`config.mk`:
```
export PLATFORM = sky130hd
export DESIGN_NAME = pf_div
export DESIGN_NICKNAME = d
export VERILOG_FILES = /design/src/rtl/pf_pkg.sv /design/src/rtl/pf_div.sv
export SDC_FILE = /design/constraint.sdc
export NUM_CORES = 2
export LEC_CHECK = 0
export ABC_CLOCK_PERIOD_IN_PS = 4700
export BUFFER_PORTS_ARGS = -buffer_cell sky130_fd_sc_hd__buf_4
export CAP_MARGIN = 20
export CORE_MARGIN = 5
export CORE_UTILIZATION = 45
export CTS_CLUSTER_SIZE = 30
export DETAILED_ROUTE_END_ITERATION = 8
export HOLD_SLACK_MARGIN = 0.1
export PLACE_DENSITY = 0.63
export SLEW_MARGIN = 40
export SYNTH_ARGS = -nofsm -noshare
export SYNTH_HDL_FRONTEND = slang
export SYNTH_SLANG_ARGS = --single-unit
```
`constraint.sdc`:
```
create_clock -name clock -period 4.7 [get_ports clock]
set_input_delay 0.235 -clock clock [delete_from_list [all_inputs] [get_ports clock]]
set_output_delay 0.235 -clock clock [all_outputs]
set_load 0.03 [all_outputs]
```
`src/rtl/pf_pkg.sv`:
```
`default_nettype none
package pf_pkg;

   // pixel width and fixed field widths
   localparam int COORD_WIDTH = 16;
   localparam int PT_W   = 16;                 // Q8.8 point coordinate
   localparam int CF_W   = 16;                 // one matrix coefficient
   localparam int PROD_W = 2 * CF_W;           // point times extrinsic coefficient
   localparam int H_W    = 34;                 // transform sum h0..h3
   localparam int KP_W   = H_W + CF_W;         // h times intrinsic coefficient
   localparam int K_W    = KP_W + 1;           // intrinsic sum U, V, D
   localparam int NUM_W  = K_W + 1;            // twice the magnitude of U or V
   localparam int DEN_W  = K_W;                // magnitude of D
   localparam int NEAR_W = K_W + 4;            // 10*D and 16*w
   localparam int NSTEP  = COORD_WIDTH + 1;    // quotient bits of floor(2|n|/|d|)
   localparam int CMP_W  = DEN_W + NSTEP + 1;  // divider compare width
   localparam int DIV_LAT = NSTEP + 2;         // overflow stage, steps, round stage
   localparam int BOX_W  = ((COORD_WIDTH > 17) ? COORD_WIDTH : 17) + 1;
   localparam int XF_LAT = 2;
   localparam int IN_LAT = 3;
   localparam int PIPE_LAT = XF_LAT + IN_LAT + DIV_LAT;
   localparam int REQ_W  = 3 * PT_W;
   localparam int RSP_BITS = 3 + 2 * COORD_WIDTH + 3 * PT_W;
   localparam int RSP_W  = ((RSP_BITS + 7) / 8) * 8;

   typedef logic signed [PT_W-1:0]        coord_type;
   typedef logic signed [CF_W-1:0]        coef_type;
   typedef logic signed [H_W-1:0]         hval_type;
   typedef logic signed [COORD_WIDTH-1:0] pix_type;

   typedef enum logic [2:0] {
      V_INSIDE  = 3'd0,
      V_BEHIND  = 3'd1,
      V_ZERO_W  = 3'd2,
      V_NEAR    = 3'd3,
      V_OUTSIDE = 3'd4
   } verdict_type;

   typedef enum logic [2:0] {
      CSR_EXT0  = 3'd0,
      CSR_EXT1  = 3'd1,
      CSR_EXT2  = 3'd2,
      CSR_EXT3  = 3'd3,
      CSR_INT0  = 3'd4,
      CSR_INT1  = 3'd5,
      CSR_INT2  = 3'd6,
      CSR_BOX   = 3'd7
   } csr_index_type;

   // divider operands and early flags from the intrinsic stage
   typedef struct packed {
      logic [NUM_W-1:0] num_u;
      logic [NUM_W-1:0] num_v;
      logic [DEN_W-1:0] den;
      logic             neg_u;
      logic             neg_v;
      logic             dz;
      logic             near;
      logic             zero_w;
   } prep_type;

   typedef struct packed {
      logic      behind;
      logic      zero_w;
      logic      near;
      coord_type x;
      coord_type y;
      coord_type z;
   } side_type;

endpackage
`default_nettype wire

```
`src/rtl/pf_div.sv`:
```
`default_nettype none
module pf_div (
   input  logic                       clock,
   input  logic                       en,
   input  logic [pf_pkg::NUM_W-1:0]   num,
   input  logic [pf_pkg::DEN_W-1:0]   den,
   input  logic                       neg,
   input  logic                       zero,
   output pf_pkg::pix_type            pix
);
   import pf_pkg::*;

   // stage 0 tests overflow, stage s resolves quotient bit NSTEP-s
   logic [NUM_W-1:0] r_ff [NSTEP+1];
   logic [NUM_W-1:0] r_in [NSTEP+1];
   logic [NSTEP-1:0] t_ff [NSTEP+1];
   logic [NSTEP-1:0] t_in [NSTEP+1];
   logic [DEN_W-1:0] d_ff [NSTEP+1];
   logic             neg_ff [NSTEP+1];
   logic             zero_ff [NSTEP+1];
   logic             ovf_ff [NSTEP+1];
   logic             ovf0_in;
   pix_type          pix_ff;
   pix_type          pix_in;

   assign ovf0_in = CMP_W'(num) >= (CMP_W'(den) << NSTEP);

   always_comb begin
      logic [CMP_W-1:0] cmp;
      r_in[0] = num;
      t_in[0] = '0;
      for (int s = 1; s <= NSTEP; s++) begin
         cmp = CMP_W'(d_ff[s-1]) << (NSTEP - s);
         if (CMP_W'(r_ff[s-1]) >= cmp) begin
            r_in[s] = NUM_W'(CMP_W'(r_ff[s-1]) - cmp);
            t_in[s] = t_ff[s-1] | (NSTEP'(1) << (NSTEP - s));
         end else begin
            r_in[s] = r_ff[s-1];
            t_in[s] = t_ff[s-1];
         end
      end
   end

   // round half away from zero, then clamp to the signed pixel range
   always_comb begin
      logic [NSTEP:0] q;
      logic [NSTEP:0] lim;
      logic [NSTEP:0] sat;
      q   = ((NSTEP+1)'(t_ff[NSTEP]) + (NSTEP+1)'(1)) >> 1;
      lim = neg_ff[NSTEP] ? ((NSTEP+1)'(1) << (COORD_WIDTH - 1))
                          : ((NSTEP+1)'(1) << (COORD_WIDTH - 1)) - (NSTEP+1)'(1);
      sat = (ovf_ff[NSTEP] || (q > lim)) ? lim : q;
      if (zero_ff[NSTEP]) begin
         pix_in = '0;
      end else if (neg_ff[NSTEP]) begin
         pix_in = -$signed(sat[COORD_WIDTH-1:0]);
      end else begin
         pix_in = $signed(sat[COORD_WIDTH-1:0]);
      end
   end

   always_ff @(posedge clock) begin
      if (en) begin
         r_ff[0]    <= r_in[0];
         t_ff[0]    <= t_in[0];
         d_ff[0]    <= den;
         neg_ff[0]  <= neg;
         zero_ff[0] <= zero;
         ovf_ff[0]  <= ovf0_in;
         for (int s = 1; s <= NSTEP; s++) begin
            r_ff[s]    <= r_in[s];
            t_ff[s]    <= t_in[s];
            d_ff[s]    <= d_ff[s-1];
            neg_ff[s]  <= neg_ff[s-1];
            zero_ff[s] <= zero_ff[s-1];
            ovf_ff[s]  <= ovf_ff[s-1];
         end
         pix_ff <= pix_in;
      end
   end

   assign pix = pix_ff;

endmodule
`default_nettype wire

```
==> results.sh <==
export IMPL_outcome="completed"
export IMPL_tightest_slew_ps=846
export IMPL_final_core_util_pct=51.4
export IMPL_cp_arrival_ps=5120
export IMPL_setup_violations=0
export IMPL_grt_max_degree=173
export IMPL_hold_viol_final=0
export IMPL_syn_inst=9542
export IMPL_ys_ff_latch=1974
export IMPL_die_area_um2=253000
export IMPL_worstSkewPairLatency_ps=850
export IMPL_synth_area_um2=109000
export IMPL_clock_path_buffers=3
export IMPL_ys_warn_count=0
export IMPL_rows=181
export IMPL_crit_type="reg2reg"
export IMPL_cp_startpoint="r_ff[9][8]$_DFFE_PP_"
export IMPL_vdd_ir_drop_max_mv=0.323
export IMPL_cts_buffers=212
export IMPL_core_area_um2=243000
export IMPL_via_per_inst=5.35
export IMPL_die_h_um=503
export IMPL_drt_wl_total_um=247000
export IMPL_num_vias=72300
export IMPL_fillCellCount=20600
export IMPL_clock_sinks=1974
export IMPL_areaGrowthSynthToFinish_pct=14.1
export IMPL_worst_slack_ps=151
export IMPL_cap_violations=0
export IMPL_htreeDepth=4
export IMPL_cp_cell_sequence="ha_1 -> nor2b_1 -> o31ai_1 -> a2111oi_4 -> o21ai_1 -> a21oi_1 -> o21ai_1 -> a2111oi_1 -> nor3_1 -> o31ai_1 -> a31oi_1 -> or4_2 -> buf_12 -> mux2_1"
export IMPL_first_global_vias=74800
export IMPL_avgSynthCellArea_um2=11.5
export IMPL_wl_per_cell_um=18.3
export IMPL_path_clk_slew_ps=60
export IMPL_ant_nets=0
export IMPL_crit_buf_inv=1
export IMPL_grt_setup_unrepaired="false"
export IMPL_die_x_um=503
export IMPL_port_buffers=122
export IMPL_grt_overflow=0
export IMPL_cp_end_kind="flip-flop"
export IMPL_drive_gt1_share_pct=9.08
export IMPL_r2r_start="r_ff[9][8]$_DFFE_PP_"
export IMPL_cpPeakStageDelay_ps=600
export IMPL_ys_flop_type="edfxtp_1"
export IMPL_async_flop_share_pct=0
export IMPL_cts_tree="yes"
export IMPL_ys_seq_area_share_pct=54.2
export IMPL_drc=0
export IMPL_start_kind="flip-flop"
export IMPL_slew_violations=0
export IMPL_total_power_mw=45.8
export IMPL_dp_slack_ps=64.7
export IMPL_syn_num_nets=10500
export IMPL_drt_iter0_markers=3657
export IMPL_root_buffer="clkbuf_16"
export IMPL_grt_util_all_layers_pct=19.3
export IMPL_worstHoldStart="t_ff[13][12]$_DFFE_PP_"
export IMPL_slowest_stage="or4_2"
export IMPL_cp_max_fo=46
export IMPL_final_setup_skew_ps=30.9
export IMPL_cp_top_family="compound AO/OA/AOI/OAI gates"
export IMPL_io_pins=123
export IMPL_leakage_nw=52.0
export IMPL_slew_headroom_pct=43.0
export IMPL_min_path_type="reg2reg"
export IMPL_cp_required_ps=5270
export IMPL_fmax_ghz=0.220
export IMPL_finalCritPeriodShare_pct=96.8
export IMPL_antenna_found_initial=4
export IMPL_dp_hpwl_um=191000
export IMPL_finalNetCount=11000
export IMPL_synth_distinct_cells=93
export IMPL_fin_crit_ps=4550
export IMPL_start_util_pct=45.1
export IMPL_firstDrtPassIters=6
export IMPL_powerDensity_nw_per_um2=367
export IMPL_routabilityCongestion=0.964
export IMPL_grt_pass1_wl_um=391000
export IMPL_synth_edff_count=1974
[layout by cell type, fill, tap and decap left out, drive strengths merged, types with 105 or more instances in the layout]
cell         synthesis  final
a21o               457    457
dlygate4sd3          0    211
xor2               263    263
nor2               375    375
nand2              720    720
nand4              138    138
buf                 69    363
clkbuf             139    253
xnor2              368    368
nand3              140    140
nand2b             110    110
a21oi              722    722
nor2b              105    105
o21ai              722    722
inv                979    984
mux2               284    284
o21bai             106    106
ha                 800    800
edfxtp            1974   1974
nor3               146    146
[synthesized netlist by cell type (all sizes together) (30+ instances only)]
| cell | number | area [µm²] |
|---|---|---|
| and3 | 73 | 457 |
| buf | 69 | 440 |
| nor4 | 84 | 532 |
| o21bai | 106 | 796 |
| o31ai | 40 | 300 |
| o21a | 92 | 691 |
| edfxtp | 1974 | 59300 |
| nor3 | 146 | 731 |
| a21oi | 722 | 3620 |
| a31oi | 81 | 507 |
| xnor2 | 368 | 3220 |
| or3 | 30 | 188 |
| a21boi | 34 | 255 |
| a211oi | 59 | 458 |
| clkbuf | 139 | 522 |
| o21ai | 722 | 3620 |
| nand2b | 110 | 688 |
| a21o | 457 | 3430 |
| nand2 | 720 | 2700 |
| nand3 | 140 | 701 |
| nand4 | 138 | 863 |
| inv | 979 | 3670 |
| nor2b | 105 | 657 |
| and2 | 41 | 257 |
| ha | 800 | 10000 |
| xor2 | 263 | 2300 |
| nor2 | 375 | 1410 |
| mux2 | 284 | 3370 |
[power breakdown]
part,internal [mW],total [mW],switching (mW)
clock network,9.41,16.3,6.85
registers,20.8,21.4,0.646
logic,3.47,8.09,4.62
total,33.7,45.8,12.1
[cells by family after synthesis]
kind of cell / Yosys count / synth area share [%]
buffers and inverters: 1187 / 4.24
AND/OR/NAND/NOR: 2077 / 9.24
AO/OA/AOI/OAI: 2546 / 14.4
flip-flops: 1974 / 54.2
multiplexers: 311 / 3.33
adder cells (fa/ha/maj): 816 / 9.45
XOR/XNOR: 631 / 5.06
[stage by stage]
stage | cells | hold slack, ps | cell area (µm²) | setup TNS (ps)
6_report | 13500 | 414 | 125000 | 0
5_1_grt | 13500 | 420 | 125000 | 0
4_1_cts | 13500 | 385 | 125000 | 0
3_5_place_dp | 12900 | 405 | 116000 | 0
3_3_place_gp | 12900 | 400 | 116000 | -6590
2_1_floorplan | 9542 | 334 | 109000 | 0
[metal layers]
metal / up-vias / track usage, % / share of wire [%]
met4: 0 / 11.7 / 7.0
met1: 33700 / 20.3 / 38
met5: - / 0 / 0
li1: 36400 / - / -
met2: 1475 / 36.7 / 52
met3: 681 / 2.32 / 2.8
[path summary, 6_finish.rpt]
kind         slack [ps]  depth (start not counted)                     end
max reg2reg         150                         14  r_ff[10][21]$_DFFE_PP_
max                 150                         14  r_ff[10][21]$_DFFE_PP_
min reg2reg         410                          0  t_ff[14][12]$_DFFE_PP_
min                 410                          0  t_ff[14][12]$_DFFE_PP_
[worst register-to-register path, stage by stage (launching register included)]
cell,delay [ps]
edfxtp_1,390
ha_1,310
nor2b_1,160
o31ai_1,180
a2111oi_4,430
o21ai_1,240
a21oi_1,320
o21ai_1,250
a2111oi_1,440
nor3_1,120
o31ai_1,90
a31oi_1,110
or4_2,600
buf_12,210
mux2_1,420
[what timing repair did]
action / in CTS / in global routing
hold endpoints to repair: 181 / 0
resized for setup: 0 / 12
endpoints found under the setup margin: 0 / 95
hold buffers: 211 / 0
buffers inserted: 0 / 2
[sequential cells by signal, indices dropped and copies added (netlist names)]
signal and count:
r_ff 884, ovf_ff 18, pix 16, neg_ff 18, d_ff 867, zero_ff 18
t_ff 153
[area by class of cell]
class                      instances  area (µm²)  share of cell area [%]
multi-input combinational       6381       45600                    36.5
timing repair buffer             575        5300                    4.25
tap                             3202        4010                    3.21
sequential                      1974       59300                    47.5
clock inverter                   138        1440                    1.15
antenna                            1        2.50                 0.00201
clock buffer                     252        5460                    4.37
inverter                         979        3670                    2.95
Note: power is estimated with default switching activity, not from simulation.
